`src/rtl/multi_device_copy_coherency_directory_core_macros.svh`:
```
// Assertion macros shared by the coherency directory RTL.
`ifndef MULTI_DEVICE_COPY_COHERENCY_DIRECTORY_CORE_MACROS_SVH
`define MULTI_DEVICE_COPY_COHERENCY_DIRECTORY_CORE_MACROS_SVH

// Check that a condition implies an expression in the same cycle.
`define MDCCD_ASSERT_IMP(lbl, cond, expr) \
    lbl: assert property (@(posedge i_clk) disable iff (!i_rst_n) (cond) |-> (expr)) \
        else $error("coherency directory assertion failed");

// Check that a condition implies an expression in the next cycle.
`define MDCCD_ASSERT_NXT(lbl, cond, expr) \
    lbl: assert property (@(posedge i_clk) disable iff (!i_rst_n) (cond) |=> (expr)) \
        else $error("coherency directory assertion failed");

`endif

```
`src/rtl/mdccd_pkg.sv`:
```
// Shared types, codes and sizes of the coherency directory.
package mdccd_pkg;

    localparam int DEVICES = 8;
    localparam int DEV_W   = (DEVICES > 1) ? $clog2(DEVICES) : 1;

    localparam int ACT_W   = 3;
    localparam int DEVF_W  = 3;
    localparam int VER_W   = 32;
    localparam int RC_W    = 16;
    localparam int ST_W    = 2;
    localparam int STAT_W  = 2;
    localparam int OWNER_W = 4;

    localparam int S_TDATA_W = 40;
    localparam int S_TUSER_W = 3;
    localparam int M_TDATA_W = 16;

    // Action codes
    localparam logic [ACT_W-1:0] ACT_CREATE  = 3'd0;
    localparam logic [ACT_W-1:0] ACT_ATTACH  = 3'd1;
    localparam logic [ACT_W-1:0] ACT_DETACH  = 3'd2;
    localparam logic [ACT_W-1:0] ACT_SET_VER = 3'd3;
    localparam logic [ACT_W-1:0] ACT_ACQUIRE = 3'd4;

    // Coherency states
    localparam logic [ST_W-1:0] CS_INVALID   = 2'd0;
    localparam logic [ST_W-1:0] CS_SHARED    = 2'd1;
    localparam logic [ST_W-1:0] CS_EXCLUSIVE = 2'd2;
    localparam logic [ST_W-1:0] CS_OWNED     = 2'd3;

    // Result status codes
    localparam logic [STAT_W-1:0] STAT_OK        = 2'd0;
    localparam logic [STAT_W-1:0] STAT_BUSY      = 2'd1;
    localparam logic [STAT_W-1:0] STAT_NO_COPY   = 2'd2;
    localparam logic [STAT_W-1:0] STAT_NO_SOURCE = 2'd3;

    // Unsigned all-ones "none" value for owner and source slot
    localparam logic [OWNER_W-1:0] SLOT_NONE = 4'hF;

    typedef struct packed {
        logic [ACT_W-1:0]  action;
        logic [DEVF_W-1:0] device;
        logic              want_read;
        logic              want_write;
        logic [VER_W-1:0]  new_version;
    } t_item;

    typedef struct packed {
        logic [STAT_W-1:0]  status;
        logic               transfer_needed;
        logic [OWNER_W-1:0] source_device;
        logic [ST_W-1:0]    device_state;
        logic [OWNER_W-1:0] owner;
    } t_result;

    typedef struct packed {
        logic capture;
        logic compare;
        logic commit;
    } t_dp_cmd;

endpackage

```
`src/rtl/mdccd_ctrl.sv`:
```
// Sequencing controller: capture, version compare, commit and output handshake.
`include "multi_device_copy_coherency_directory_core_macros.svh"

module mdccd_ctrl (
    input  logic              i_clk,
    input  logic              i_rst_n,
    input  logic              i_in_valid,
    output logic              o_in_ready,
    output logic              o_out_valid,
    input  logic              i_out_ready,
    output mdccd_pkg::t_dp_cmd o_cmd
);
    import mdccd_pkg::*;

    localparam logic [1:0] S_IDLE = 2'd0;
    localparam logic [1:0] S_CMP  = 2'd1;
    localparam logic [1:0] S_EXEC = 2'd2;

    logic [1:0] r_state, n_state;
    logic       r_out_valid, n_out_valid;
    logic       out_free;

    assign out_free    = !r_out_valid || i_out_ready;
    assign o_in_ready  = (r_state == S_IDLE);
    assign o_out_valid = r_out_valid;

    // Step through the phases of one transaction
    always_comb begin
        n_state = r_state;
        o_cmd   = '0;
        unique case (r_state)
            S_IDLE: begin
                if (i_in_valid) begin
                    o_cmd.capture = 1'b1;
                    n_state       = S_CMP;
                end
            end
            S_CMP: begin
                o_cmd.compare = 1'b1;
                n_state       = S_EXEC;
            end
            S_EXEC: begin
                if (out_free) begin
                    o_cmd.commit = 1'b1;
                    n_state      = S_IDLE;
                end
            end
            default: begin
                n_state = S_IDLE;
            end
        endcase
    end

    // Hold the result until the sink takes it
    always_comb begin
        n_out_valid = r_out_valid;
        if (o_cmd.commit) begin
            n_out_valid = 1'b1;
        end else if (i_out_ready) begin
            n_out_valid = 1'b0;
        end
    end

    always_ff @(posedge i_clk) begin
        if (!i_rst_n) begin
            r_state     <= S_IDLE;
            r_out_valid <= 1'b0;
        end else begin
            r_state     <= n_state;
            r_out_valid <= n_out_valid;
        end
    end

    `MDCCD_ASSERT_IMP(a_one_cmd, 1'b1, ($onehot0({o_cmd.capture, o_cmd.compare, o_cmd.commit})))
    `MDCCD_ASSERT_NXT(a_cap_then_cmp, o_cmd.capture, o_cmd.compare)
    `MDCCD_ASSERT_IMP(a_commit_free, o_cmd.commit, (!r_out_valid || i_out_ready))
    `MDCCD_ASSERT_NXT(a_commit_shows, o_cmd.commit, r_out_valid)

endmodule

```
`src/rtl/mdccd_dp.sv`:
```
// Directory datapath: slot registers, version compares, action logic, result register.
`include "multi_device_copy_coherency_directory_core_macros.svh"

module mdccd_dp (
    input  logic               i_clk,
    input  logic               i_rst_n,
    input  mdccd_pkg::t_dp_cmd i_cmd,
    input  mdccd_pkg::t_item   i_item,
    output mdccd_pkg::t_result o_result
);
    import mdccd_pkg::*;

    // Directory entry
    logic [DEVICES-1:0] r_present, n_present;
    logic [ST_W-1:0]    r_state   [DEVICES];
    logic [ST_W-1:0]    n_state   [DEVICES];
    logic [VER_W-1:0]   r_version [DEVICES];
    logic [VER_W-1:0]   n_version [DEVICES];
    logic [RC_W-1:0]    r_readers [DEVICES];
    logic [RC_W-1:0]    n_readers [DEVICES];
    logic [OWNER_W-1:0] r_owner, n_owner;

    // Held transaction and compare flags
    t_item              r_item;
    logic [DEVICES-1:0] r_newer, r_older;
    logic [DEVICES-1:0] n_newer, n_older;
    t_result            r_result, n_result;

    logic [DEVICES-1:0] sel;
    logic               in_range;
    logic               my_present;
    logic [ST_W-1:0]    my_state;
    logic [VER_W-1:0]   my_ver;

    // Decode the addressed slot
    always_comb begin
        in_range   = (int'(r_item.device) < DEVICES);
        my_present = 1'b0;
        my_state   = CS_INVALID;
        my_ver     = '0;
        for (int i = 0; i < DEVICES; i++) begin
            sel[i] = (int'(r_item.device) == i);
            if (sel[i]) begin
                my_present = r_present[i];
                my_state   = r_state[i];
                my_ver     = r_version[i];
            end
        end
    end

    // Compare every slot version with the addressed one
    always_comb begin
        for (int i = 0; i < DEVICES; i++) begin
            n_newer[i] = (r_version[i] > my_ver);
            n_older[i] = (r_version[i] < my_ver);
        end
    end

    // Apply the action
    always_comb begin
        logic [ST_W-1:0]    s;
        logic [OWNER_W-1:0] valid;
        logic               xfer;
        logic               drop_owner;
        logic [DEVICES-1:0] osel;

        n_present  = r_present;
        n_state    = r_state;
        n_version  = r_version;
        n_readers  = r_readers;
        n_owner    = r_owner;
        n_result   = '0;
        n_result.source_device = SLOT_NONE;
        s          = CS_INVALID;
        valid      = r_owner;
        xfer       = 1'b0;
        drop_owner = 1'b0;
        osel       = in_range ? sel : '0;

        unique case (r_item.action)
            ACT_CREATE: begin
                osel    = '0;
                osel[0] = 1'b1;
                if (r_present == '0) begin
                    n_present[0] = 1'b1;
                    n_state[0]   = CS_OWNED;
                    n_version[0] = '0;
                    n_readers[0] = '0;
                    n_owner      = '0;
                end else if (!r_present[0]) begin
                    n_present[0] = 1'b1;
                    n_state[0]   = CS_INVALID;
                    n_version[0] = '0;
                    n_readers[0] = '0;
                end
            end
            ACT_ATTACH: begin
                if (!in_range) begin
                    n_result.status = STAT_NO_COPY;
                end else if (my_present) begin
                    n_result.status = STAT_BUSY;
                end else begin
                    for (int i = 0; i < DEVICES; i++) begin
                        if (sel[i]) begin
                            n_present[i] = 1'b1;
                            n_state[i]   = CS_INVALID;
                            n_version[i] = '0;
                            n_readers[i] = '0;
                        end
                    end
                end
            end
            ACT_DETACH: begin
                if (!in_range || !my_present) begin
                    n_result.status = STAT_NO_COPY;
                end else begin
                    for (int i = 0; i < DEVICES; i++) begin
                        if (sel[i]) begin
                            n_present[i] = 1'b0;
                            n_state[i]   = CS_INVALID;
                            n_version[i] = '0;
                            n_readers[i] = '0;
                        end
                    end
                    if (r_owner == {1'b0, r_item.device}) begin
                        n_owner = SLOT_NONE;
                    end
                end
            end
            ACT_SET_VER: begin
                if (!in_range || !my_present) begin
                    n_result.status = STAT_NO_COPY;
                end else begin
                    for (int i = 0; i < DEVICES; i++) begin
                        if (sel[i]) begin
                            n_version[i] = r_item.new_version;
                        end
                    end
                end
            end
            ACT_ACQUIRE: begin
                if (!in_range || !my_present) begin
                    n_result.status = STAT_NO_COPY;
                end else begin
                    // Find the transfer source: the owner if any, else the last match in slot order
                    if (my_state == CS_INVALID) begin
                        xfer = 1'b1;
                        if (r_owner == SLOT_NONE) begin
                            for (int i = 0; i < DEVICES; i++) begin
                                if (r_present[i] && r_state[i] != CS_INVALID) begin
                                    valid = OWNER_W'(i);
                                end
                            end
                        end
                    end else if (my_state == CS_SHARED) begin
                        for (int i = 0; i < DEVICES; i++) begin
                            if (r_present[i] && r_state[i] == CS_OWNED && r_newer[i]) begin
                                xfer  = 1'b1;
                                valid = OWNER_W'(i);
                            end
                        end
                    end
                    if (!r_item.want_read) begin
                        xfer = 1'b0;
                    end

                    if (xfer && valid[OWNER_W-1]) begin
                        n_result.status = STAT_NO_SOURCE;
                    end else begin
                        // Downgrade or drop the other copies, then update this one
                        for (int i = 0; i < DEVICES; i++) begin
                            s = r_state[i];
                            if (r_item.want_read && !sel[i] && r_present[i]
                                && s != CS_INVALID) begin
                                if (my_state == CS_OWNED && !r_item.want_write) begin
                                    drop_owner = 1'b1;
                                    if (r_older[i]) begin
                                        s = CS_INVALID;
                                    end
                                end
                                if (s == CS_EXCLUSIVE) begin
                                    s = CS_SHARED;
                                end
                            end
                            if (r_item.want_write && r_present[i] && s != CS_INVALID) begin
                                s = CS_SHARED;
                            end
                            if (sel[i]) begin
                                if (r_item.want_read) begin
                                    s = CS_SHARED;
                                    if (r_readers[i] != '1) begin
                                        n_readers[i] = r_readers[i] + RC_W'(1);
                                    end
                                end
                                if (r_item.want_write) begin
                                    s = CS_OWNED;
                                end
                            end
                            n_state[i] = s;
                        end
                        if (drop_owner) begin
                            n_owner = SLOT_NONE;
                        end
                        if (r_item.want_write) begin
                            n_owner = {1'b0, r_item.device};
                        end
                        if (xfer) begin
                            n_result.transfer_needed = 1'b1;
                            n_result.source_device   = valid;
                        end
                    end
                end
            end
            default: begin
                // Unknown action: no change, ok
                osel = '0;
            end
        endcase

        // Report the addressed slot after the action
        for (int i = 0; i < DEVICES; i++) begin
            if (osel[i] && n_present[i]) begin
                n_result.device_state = n_state[i];
            end
        end
        n_result.owner = n_owner;
    end

    // Control state of the entry
    always_ff @(posedge i_clk) begin
        if (!i_rst_n) begin
            r_present <= '0;
            r_owner   <= SLOT_NONE;
            for (int i = 0; i < DEVICES; i++) begin
                r_state[i] <= CS_INVALID;
            end
        end else if (i_cmd.commit) begin
            r_present <= n_present;
            r_owner   <= n_owner;
            r_state   <= n_state;
        end
    end

    // Payload: versions, reader counts, held transaction, result
    always_ff @(posedge i_clk) begin
        if (i_cmd.capture) begin
            r_item <= i_item;
        end
        if (i_cmd.compare) begin
            r_newer <= n_newer;
            r_older <= n_older;
        end
        if (i_cmd.commit) begin
            r_version <= n_version;
            r_readers <= n_readers;
            r_result  <= n_result;
        end
    end

    assign o_result = r_result;

    `MDCCD_ASSERT_IMP(a_owner_present, !r_owner[OWNER_W-1], r_present[r_owner[DEV_W-1:0]])

endmodule

```
`src/rtl/multi_device_copy_coherency_directory_core.sv`:
```
// Top level of the multi-device copy coherency directory.
//
// Use: one directory entry for a datum copied across device slots.
// Input channel (s_axis): one transaction is one action. tuser carries the
// action code; tdata carries device, want_read, want_write and new_version.
// Output channel (m_axis): one result transaction for every input
// transaction, in order, carrying status, transfer flag, source slot,
// resulting slot state and owner.
// Timing: a transaction is taken in the capture phase, the slot versions
// are compared against the addressed slot in the compare phase, and the
// action is applied and its result registered in the commit phase. The
// result and its valid flag are registered together at commit; the block
// takes no new transaction until the current one is committed, following
// the capture / compare / commit sequence of the controller.
// Stall: a registered result waits for the sink; meanwhile the next
// transaction is held in the commit phase and no new one is accepted.
// Reset (synchronous, active low): no copies, all slots invalid, no owner,
// output empty.
module multi_device_copy_coherency_directory_core (
    input  logic                             i_clk,
    input  logic                             i_rst_n,
    input  logic                             i_s_axis_tvalid,
    output logic                             o_s_axis_tready,
    // [2:0] device, [3] want_read, [4] want_write, [36:5] new_version
    input  logic [mdccd_pkg::S_TDATA_W-1:0]  i_s_axis_tdata,
    // [2:0] action
    input  logic [mdccd_pkg::S_TUSER_W-1:0]  i_s_axis_tuser,
    output logic                             o_m_axis_tvalid,
    input  logic                             i_m_axis_tready,
    // [1:0] status, [2] transfer_needed, [6:3] source_device,
    // [8:7] device_state, [12:9] owner
    output logic [mdccd_pkg::M_TDATA_W-1:0]  o_m_axis_tdata
);
    import mdccd_pkg::*;

    t_item   item;
    t_result result;
    t_dp_cmd cmd;

    // Unpack the incoming transaction
    always_comb begin
        item.action      = i_s_axis_tuser[2:0];
        item.device      = i_s_axis_tdata[2:0];
        item.want_read   = i_s_axis_tdata[3];
        item.want_write  = i_s_axis_tdata[4];
        item.new_version = i_s_axis_tdata[36:5];
    end

    mdccd_ctrl u_ctrl (
        .i_clk       (i_clk),
        .i_rst_n     (i_rst_n),
        .i_in_valid  (i_s_axis_tvalid),
        .o_in_ready  (o_s_axis_tready),
        .o_out_valid (o_m_axis_tvalid),
        .i_out_ready (i_m_axis_tready),
        .o_cmd       (cmd)
    );

    mdccd_dp u_dp (
        .i_clk    (i_clk),
        .i_rst_n  (i_rst_n),
        .i_cmd    (cmd),
        .i_item   (item),
        .o_result (result)
    );

    // Pack the result transaction
    assign o_m_axis_tdata = {3'b000, result.owner, result.device_state,
                             result.source_device, result.transfer_needed,
                             result.status};

endmodule
```
`config.mk`:
```
export PLATFORM = sky130hd
export DESIGN_NAME = multi_device_copy_coherency_directory_core
export DESIGN_NICKNAME = d
export VERILOG_FILES = /design/src/rtl/mdccd_pkg.sv /design/src/rtl/mdccd_ctrl.sv /design/src/rtl/mdccd_dp.sv /design/src/rtl/multi_device_copy_coherency_directory_core.sv
export VERILOG_INCLUDE_DIRS = /design/src /design/src/rtl
export SDC_FILE = /design/constraint.sdc
export NUM_CORES = 1
export LEC_CHECK = 0
export ABC_AREA = 1
export CAP_MARGIN = 15
export CORE_MARGIN = 2
export CORE_UTILIZATION = 50
export CTS_CLUSTER_DIAMETER = 40
export DETAILED_ROUTE_END_ITERATION = 8
export DONT_BUFFER_PORTS = 1
export RECOVER_POWER = 50
export SLEW_MARGIN = 30
export SYNTH_ARGS = -nofsm -noshare
export SYNTH_HDL_FRONTEND = slang
export SYNTH_HIERARCHICAL = 1
export SYNTH_SLANG_ARGS = --single-unit
```
`constraint.sdc`:
```
create_clock -name i_clk -period 6.2 [get_ports i_clk]
set_clock_uncertainty 0.2 [all_clocks]
set_input_delay 0.62 -clock i_clk [delete_from_list [all_inputs] [get_ports i_clk]]
set_output_delay 0.62 -clock i_clk [all_outputs]
set_load 0.02 [all_outputs]
```
Word-level counts from Yosys, hierarchy flattened
Index checks and enable logic that the tools add are counted.
{ "totals": {"register_bits": 356, "out_inout_bits": 18} }
{ "op_classes": {"magnitude_cmp": 16, "n_eq_ne": 47, "muxes": 292, "n_bitwise": 3, "n_reduce_logical": 122} }
{ "op_table": {"columns": ["op", "count"], "rows": [
  ["$mux W32", 26],
  ["$mux W256", 3],
  ["$pmux W224 S3", 1],
  ["$mux W2", 151],
  ["$gt A32 B32 Y1", 8],
  ["$lt A32 B32 Y1", 8],
  ["$pmux W32 S4", 1],
  ["$mux W4", 28],
  ["$logic_and A1 B1 Y1", 74],
  ["$mux W1", 67],
  ["$mux W16", 4],
  ["$pmux W14 S3", 1],
  ["$reduce_and A6 Y1", 7],
  ["$eq A2 B2 Y1 const B", 18],
  ["$reduce_bool A2 Y1", 17],
  ["$ne A2 B1 Y1 const B", 11],
  ["$mux W8", 2],
  ["$pmux W8 S2", 1],
  ["$eq A3 B3 Y1 const B", 5],
  ["$pmux W7 S2", 1],
  ["$eq A3 B2 Y1 const B", 4],
  ["$pmux W2 S3", 2],
  ["$pmux W4 S3", 1],
  ["$logic_not A1 Y1", 10],
  ["21 further kinds", 29]
]} }

Longest topological paths before layout
Gate-level depths: netlist of the first run.
{ "logic_depth": {"depth_word": 43, "depth_mapped": 23} }

Cells and area by module
Netlist of the first run, hierarchy kept.
{ "modules_own_cells": {"columns": ["module", "instances", "cells_per_inst", "area_each_um2", "seq_area_each_um2"], "rows": [
  ["mdccd_dp", 1, 2064, 20696.1, 10319.9],
  ["mdccd_ctrl", 1, 21, 157.7, 60.1],
  ["multi_device_copy_coherency_directory_core", 1, 4, 26.3, 0.0]
]} }

Worst setup path after synthesis of the first run
No wires, ideal clock.
{ "synth_path": {"path_kind": "register to register", "startpoint": "reg u_dp/r_item[36] (netlist name)", "endpoint": "reg u_dp/r_version[0] (netlist name) (enable)", "setup_time_ns": 0.461, "arrival_ns": 3.849, "required_time_ns": 5.539, "path_slack_ns": 1.690, "path_stages_with_launch": 12, "n_path_buf": 2, "path_cell_list": "edfxtp_1 > buf_4 > inv_4 > nor3_2 > buf_2 > nand2_1 > nand4_1 > nor2_4 > inv_4 > nand2_1 > o21ai_1 > nor3_1"} }
{ "synth_via": {"elab_chain_cells": 11, "word_cells_on_any_way": 21} }
{ "synth_lines": {"columns": ["item", "line", "rtl"], "rows": [
  ["start: declaration", "mdccd_dp.sv:24", "t_item r_item;"],
  ["start signal: assignment", "mdccd_dp.sv:247", "r_item <= i_item;"],
  ["$logic_not A3 Y1", "mdccd_dp.sv:42", "sel[i] = (int'(r_item.device) == i);"],
  ["$mux W1 (8 in series)", "mdccd_dp.sv:43", "if (sel[i]) begin"],
  ["$ne A2 B1 Y1 (no source line) or $ne A2 B2 Y1 (tied branches)", null, null],
  ["$reduce_and A6 Y1 (no source line) *", null, null],
  ["end signal: assignment", "mdccd_dp.sv:254", "r_version <= n_version;"],
  ["end: declaration", "mdccd_dp.sv:17", "logic [VER_W-1:0] r_version [DEVICES];"]
]} }
Mark *: on every way between the ends. The rest lies on a longest branch, timed or not.
A chain may end at the register's enable or synchronous reset.

Worst setup path in the final report of the first run
{ "layout_path": {"startpoint": "reg u_dp/r_item[34] (netlist name)", "endpoint": "reg u_dp.r_newer[2], data pin"} }
{ "layout_via": {"elab_chain_cells": 10, "word_cells_on_any_way": 17} }
{ "layout_lines": {"columns": ["item", "line", "rtl"], "rows": [
  ["$logic_not A3 Y1", "mdccd_dp.sv:42", null],
  ["$mux W32 (7 in series)", "mdccd_dp.sv:43", null],
  ["$mux W32 *", "mdccd_dp.sv:43", null],
  ["$gt A32 B32 Y1 *", "mdccd_dp.sv:54", "n_newer[i] = (r_version[i] > my_ver);"],
  ["via u_dp.n_newer[2]", "mdccd_dp.sv:26", "logic [DEVICES-1:0] n_newer, n_older;"],
  ["end signal: assignment", "mdccd_dp.sv:250", "r_newer <= n_newer;"],
  ["end: declaration", "mdccd_dp.sv:25", "logic [DEVICES-1:0] r_newer, r_older;"]
]} }
The timed path passes the listed nets; every way through them passes the cells marked *.

==> flow_summary_export.csv, run 1 <==
group,metric,value,unit
synthesis,ys_seq_area_frac,0.497,
route,dr.pass1.iters,8,
grt,met2_usage,0.504,
route,drt_iter0_markers,1615,
cells_and_area,final_nets,2483,
place,gp_congestion,0.998,
critical_path,slowest_delay,720,ps
synthesis,synth_common_cells,"nand2_1 (412), edfxtp_1 (325), ha_1 (256)",
synthesis,synthFlopType,"edfxtp_1",
clocking,path_clk_slew,60,ps
synthesis,synth.top_cell.area_share,0.467,
route,routed_via_density,6.20,
clocking,clkLatencyLatePin,600,ps
synthesis,yosys.area.top_type,"edfxtp_1",
place,io_buffers,0,
synthesis,ys_types,62,
sta,slew_headroom,-0.869,
cells_and_area,fillers,3523,
clocking,cts_tree,"built",
route,routed_wl,67800,microns
grt,busiest_layer,"met2",
sta,finalMaxSlewViolations,108,
sta,hold_slack,34.2,ps
sta,finalSetupTns,0,ps
sta,rsz0062_at_grt,"no",
cells_and_area,drive_gt1_frac,0.0926,
synthesis,postSynth.asyncResetShare,0,
cells_and_area,stdcell_area,0.0240,sq mm
grt,track_usage,0.310,
cells_and_area,areaGrowthSynthToFinish,15.1,%
floorplan,rows,74,
sta,setup_viol,0,
outcome,violations,"capacitance limit, slew limit",
grt,grt_use_met1,0.417,
synthesis,yosys_warnings,6,
power,power_per_cell_area,272,mW/mm^2
floorplan,die_w,208,microns
critical_path,crit_family,"compound AO/OA/AOI/OAI gates",
synthesis,yosysMostFrequentCell,"nand2_1",
place,hpwl,46900,microns
synthesis,synth_area_per_cell,10.0,sq um
critical_path,crit_chain,"inv_4 -> nand3_4 -> inv_1 -> a221oi_1 -> nand3_1 -> o22ai_1 -> ha_1 -> inv_1 -> o21bai_1 -> a221oi_1 -> o221ai_1 -> nand2_1 -> o2111ai_1 -> a211oi_1 -> a31oi_1",
worst_hold_path,hold_class,"input pin to register",
floorplan,die-area,0.0434,sq mm
synthesis,syn_area,0.0209,sq mm
clocking,cts_resized,0,
route,drc_errors,0,
critical_path,crit_required,6300,ps
clocking,cts_root_buf,"clkbuf_16",
cells_and_area,stdcell_count,2757,
critical_path,critPathSlowestCell,"edfxtp_1",
floorplan,io_pins,65,
grt,grt_pass1_vias,16500,
critical_path,path_class,"register to register",
grt,grt_start_max_net_pins,41,
power,irDropWorstVdd,0.250,mV
clocking,h-tree-depth,2,
outcome,status,"complete, but fails checks",
critical_path,cp_data_arrival_time,5730,ps
synthesis,synth.area.top_cells,"edfxtp_1 (47%), ha_1 (15%), nand2_1 (7.4%)",
flow_run,max_cap_violations,4,
critical_path,path_buf_inv,3,
clocking,clock_path_buffers,3,
route,postRouteAntennaNets,0,
synthesis,syn_inst,2089,
critical_path,critPathCaptureType,"register",
sta,fmax,177,MHz
route,wl_per_cell,24.6,microns
place,dpl_cell_area,0.0218,sq mm
grt,grt_pass1_wl,101000,microns
sta,worst_pin_slew,2800,ps
floorplan,core,0.0410,sq mm
grt,grtUsageMet3,0.0445,
place,dp_cells,2613,
sta,timing.final.crit_share,0.909,
grt,grt.overflow.total,0,
power,p_leak,9.94,nW
synthesis,ys_ff_latch,356,
critical_path,worstSetupStartpointType,"register",
route,vias,17100,
cells_and_area,antenna_cells,0,
sta,hold_viol_final,0,
clocking,cts_inserted_buffers,55,
synthesis,synth-edff-count,325,
power,total_power,6.54,mW
clocking,cts.sinks,356,
floorplan,fp.dieH,208,microns
grt,antenna_found_initial,0,
critical_path,cp_max_fo,24,
floorplan,start_util,0.509,
sta,post-route-min-period,5640,ps
==> registers in the layout (all words and copies together), names as in the netlist <==
name,cells
u_dp/r_older,8
u_dp/r_newer,8
u_dp/r_state,16
u_ctrl/o_out_valid,1
u_dp/r_version,256
u_dp/r_owner,4
u_dp/o_result,13
u_ctrl/r_state,2
u_dp/r_item,40
u_dp/r_present,8
==> per-layer routing <==
layer  wire length [microns]  vias to the layer above
met5                       0                        -
met4                    2660                        0
met3                    4880                      163
met2                   31200                      743
met1                   29100                     8316
li1                        -                     7867
==> layout by cell type, fill, tap and decap left out, drive strengths merged, types with 20 or more instances in the layout <==
| cell | count |
|---|---|
| a221oi | 44 |
| edfxtp | 325 |
| o211ai | 26 |
| nand2 | 423 |
| buf | 45 |
| a21oi | 192 |
| dfxtp | 31 |
| o21ai | 81 |
| ha | 256 |
| nor3 | 38 |
| nand3 | 115 |
| inv | 226 |
| a211oi | 20 |
| nand4 | 51 |
| dlygate4sd3 | 42 |
| clkbuf | 62 |
| nor2 | 115 |
==> cells by family (layout without fill, tap and decap cells) <==
logic type / after synthesis / count (layout) / synth area share
simple gates: 766 / 766 / 0.165
fa+ha+maj: 256 / 256 / 0.153
buf+inv: 266 / 400 / 0.0503
other cells: 1 / 3 / 0.000180
compound gates: 444 / 444 / 0.134
flops: 356 / 356 / 0.497
==> what timing repair did <==
item	4_1_cts	5_1_grt
endpoints found under the hold margin	53	0
setup buffers	0	0
hold buffers	42	0
setup endpoints to repair	0	0
==> through the flow <==
stage                util  worst slack (ps)
CTS                 0.587               926
global placement    0.531               996
global route        0.586               291
floorplan               -              1690
detailed placement  0.531               960
finish              0.586               563
==> power breakdown <==
part,internal (mW),total [mW],switching (mW)
sequential,2.66,2.69,0.0389
combinational,0.244,0.747,0.503
clock,1.88,3.10,1.22
total,4.78,6.54,1.76
==> final timing paths <==
kind	from	to	slack [ps]	cells past startpoint
max	u_dp/r_item[34]	u_dp/r_newer[2]	560	15
min reg2reg	u_ctrl/r_state[1]	u_ctrl/r_state[1]	380	4
max reg2reg	u_dp/r_item[34]	u_dp/r_newer[2]	560	15
min	i_s_axis_tvalid	u_ctrl/r_state[0]	30	2
==> area by class of cell <==
class	instances	area, sq um	share of cell area
Sequential cell	356	10400	0.432
Multi-Input combinational cell	1469	9520	0.396
Clock buffer	59	1390	0.0579
Timing Repair Buffer	90	817	0.0340
Inverter	208	791	0.0329
Tap cell	532	666	0.0277
Clock inverter	43	472	0.0196
Note: power is estimated with default switching activity, not from simulation.
==> run 2: changes to the inputs <==
- CAP_MARGIN: 15 -> not set
- SYNTH_HIERARCHICAL: 1 -> not set
==> flow_summary_export.csv, run 2 <==
group,metric,value,unit
synthesis,ys_types,58,
floorplan,die_w,208,microns
outcome,violations,"capacitance limit, slew limit",
cells_and_area,multi_input_area,0.00935,sq mm
synthesis,synth.area.top_cells,"edfxtp_1 (47%), ha_1 (15%), nand2_1 (7.1%)",
route,routed_wl,69400,microns
critical_path,critPathSlowestCell,"nor3_4",
clocking,cts.sinks,356,
synthesis,synthFlopType,"edfxtp_1",
cells_and_area,post-route-util,0.585,
sta,fmax,195,MHz
clocking,h-tree-depth,2,
cells_and_area,layout_commonest_cell,"nand2_1",
sta,worst_pin_slew,3050,ps
synthesis,yosysMostFrequentCell,"nand2_1",
critical_path,slowest_delay,740,ps
synthesis,synth-edff-count,325,
cells_and_area,stdcell_count,2784,
flow_run,max_cap_violations,3,
route,drt_iter0_markers,1886,
synthesis,ys_ff_latch,356,
route,wl_per_cell,24.9,microns
clocking,clkLatencyLatePin,600,ps
clocking,cts_inserted_buffers,53,
sta,hold_viol_final,0,
synthesis,ys_seq_area_frac,0.499,
critical_path,r2r-end,"u_dp.r_newer[0]",
floorplan,fp.dieH,208,microns
sta,setup_viol,0,
critical_path,cp_data_arrival_time,5370,ps
cells_and_area,top_regs,"u_dp.r_version (256), u_dp.r_item (40), u_dp.r_state (16)",
critical_path,path_class,"register to register",
critical_path,r2r_slack,1070,ps
cells_and_area,drive_gt1_frac,0.0844,
clocking,cts_tree,"built",
grt,grt_pass1_vias,16500,
critical_path,crit_required,6440,ps
power,p_leak,9.98,nW
floorplan,die-area,0.0432,sq mm
cells_and_area,areaGrowthSynthToFinish,15.2,%
power,irDropWorstVdd,0.233,mV
outcome,status,"complete, but fails checks",
cells_and_area,final_nets,2510,
critical_path,r2r_start,"u_dp.r_item[34]",
critical_path,cp_max_fo,14,
floorplan,io_pins,65,
critical_path,startpoint,"u_dp.r_item[34]",
power,power_per_cell_area,270,mW/mm^2
grt,grt_pass1_wl,103000,microns
cells_and_area,fillers,3534,
synthesis,syn_inst,2106,
critical_path,reg2reg_depth,15,
critical_path,worstSetupStartpointType,"register",
sta,rsz0062_at_grt,"no",
grt,grt.overflow.total,0,
floorplan,start_util,0.508,
clocking,cts_root_buf,"clkbuf_16",
synthesis,yosys.area.top_type,"edfxtp_1",
cells_and_area,seq_area,0.0104,sq mm
clocking,clock_path_buffers,3,
place,io_buffers,0,
synthesis,synth.top_cell.area_share,0.470,
synthesis,synth_area_per_cell,9.87,sq um
synthesis,synth_common_cells,"nand2_1 (391), edfxtp_1 (325), ha_1 (256)",
route,routed_via_density,6.09,
sta,finalMaxSlewViolations,116,
route,vias,17000,
clocking,cts_resized,0,
sta,timing.final.crit_share,0.827,
floorplan,rows,74,
clocking,cts-hold-fix-buffers,42,
grt,antenna_found_initial,0,
place,hpwl,48000,microns
cells_and_area,layout_common_cells,"nand2_1 (391), edfxtp_1 (325), ha_1 (256)",
route,dr.pass1.iters,7,
synthesis,postSynth.asyncResetShare,0,
cells_and_area,largest_reg_flops,256,
grt,track_usage,0.319,
route,postRouteAntennaNets,0,
route,drc_errors,0,
worst_hold_path,hold_class,"input pin to register",
synthesis,syn_area,0.0208,sq mm
cells_and_area,stdcell_area,0.0239,sq mm
grt,grt_start_max_net_pins,42,
sta,post-route-min-period,5130,ps
sta,finalSetupTns,0,ps
clocking,path_clk_slew,60,ps
place,dp_cells,2642,
sta,slew_headroom,-1.04,
floorplan,core,0.0409,sq mm
clocking,postCtsSetupBuffers,0,
critical_path,crit_chain,"inv_4 -> nor3_4 -> buf_4 -> a22o_1 -> a221oi_1 -> nand3_1 -> o22ai_1 -> ha_1 -> nand2_1 -> inv_1 -> nand3_1 -> nor3_1 -> nor4b_1 -> a221oi_1 -> a31oi_1",
critical_path,critPathCaptureType,"register",
synthesis,yosys_warnings,0,
cells_and_area,antenna_cells,0,
place,dpl_cell_area,0.0217,sq mm
cells_and_area,regMostFlops,"u_dp.r_version",
critical_path,endpoint,"u_dp.r_newer[0]",
place,gp_congestion,0.998,
[run 2: changes by cell type in the layout (fill, tap and decap cells not counted), sizes merged, moves of 8 or more]
cell | before | now
buf | 45 | 54
o21ai | 81 | 99
a221oi | 44 | 31
nand2 | 423 | 399
nand3 | 115 | 92
o211ai | 26 | 18
nor2 | 115 | 134
a31oi | 9 | 18
nand4 | 51 | 59
[run 2: cell type report]
| class | instances | share of cell area |
|---|---|---|
| sequential | 356 | 0.434 |
| multi-input combinational | 1470 | 0.391 |
| clock buffer | 61 | 0.0589 |
| timing repair buffer | 100 | 0.0360 |
| inverter | 226 | 0.0356 |
| tap | 532 | 0.0278 |
| clock inverter | 39 | 0.0173 |
[run 2: cell families after synthesis]
family / after synthesis / share of synthesized area
adder cells (fa/ha/maj): 256 / 0.154
buffers and inverters: 282 / 0.0534
flip-flops: 356 / 0.499
XOR/XNOR: 1 / 0.000421
multiplexers: 1 / 0.000542
AND/OR/NAND/NOR: 746 / 0.158
AO/OA/AOI/OAI: 463 / 0.134
other: 1 / 0.000180
[run 2: critical path, delay by kind of cell (launching register included)]
kind                     cells  cell delay, ps
AO/OA/AOI/OAI                5             980
adder cells (fa/ha/maj)      1             390
buffers and inverters        3             560
flip-flops                   1             720
AND/OR/NAND/NOR              6            2090
[run 2: report_power, final]
part	internal, mW	switching [mW]	leakage [nW]	total, mW
combinational	0.242	0.506	5.62	0.748
clock	1.84	1.18	0.866	3.02
sequential	2.65	0.0347	3.49	2.69
total	4.73	1.72	9.98	6.46
[run 2: worst min path at each step]
stage	to	depth (start not counted)	startpoint	slack, ps
floorplan	u_ctrl.r_state[0]	1	u_ctrl.r_state[1]	240
global placement	u_ctrl.r_state[0]	1	u_ctrl.r_state[1]	280
detailed placement	u_ctrl.r_state[0]	1	u_ctrl.r_state[1]	300
CTS	u_ctrl.r_state[1]	3	i_m_axis_tready	6
global route	u_ctrl.r_state[1]	3	i_m_axis_tready	20
finish	u_ctrl.r_state[1]	3	i_m_axis_tready	20
[run 2: per-layer routing]
metal  vias up  GRT usage  part of all wire
li1       7890          -                 -
met1      8116      0.424              0.42
met2       776      0.528              0.47
met3       169     0.0419             0.073
met4         0      0.129             0.039
met5         -          0                 0
[run 2: metrics by stage]
stage	setup slack, ps	hold WS (ps)	power (mW)
3_5_place_dp	1180	296	3.44
6_report	1070	23.6	6.46
5_1_grt	752	24.5	6.68
2_1_floorplan	1730	244	3.19
4_1_cts	1140	6.45	6.48
3_3_place_gp	1220	279	3.43
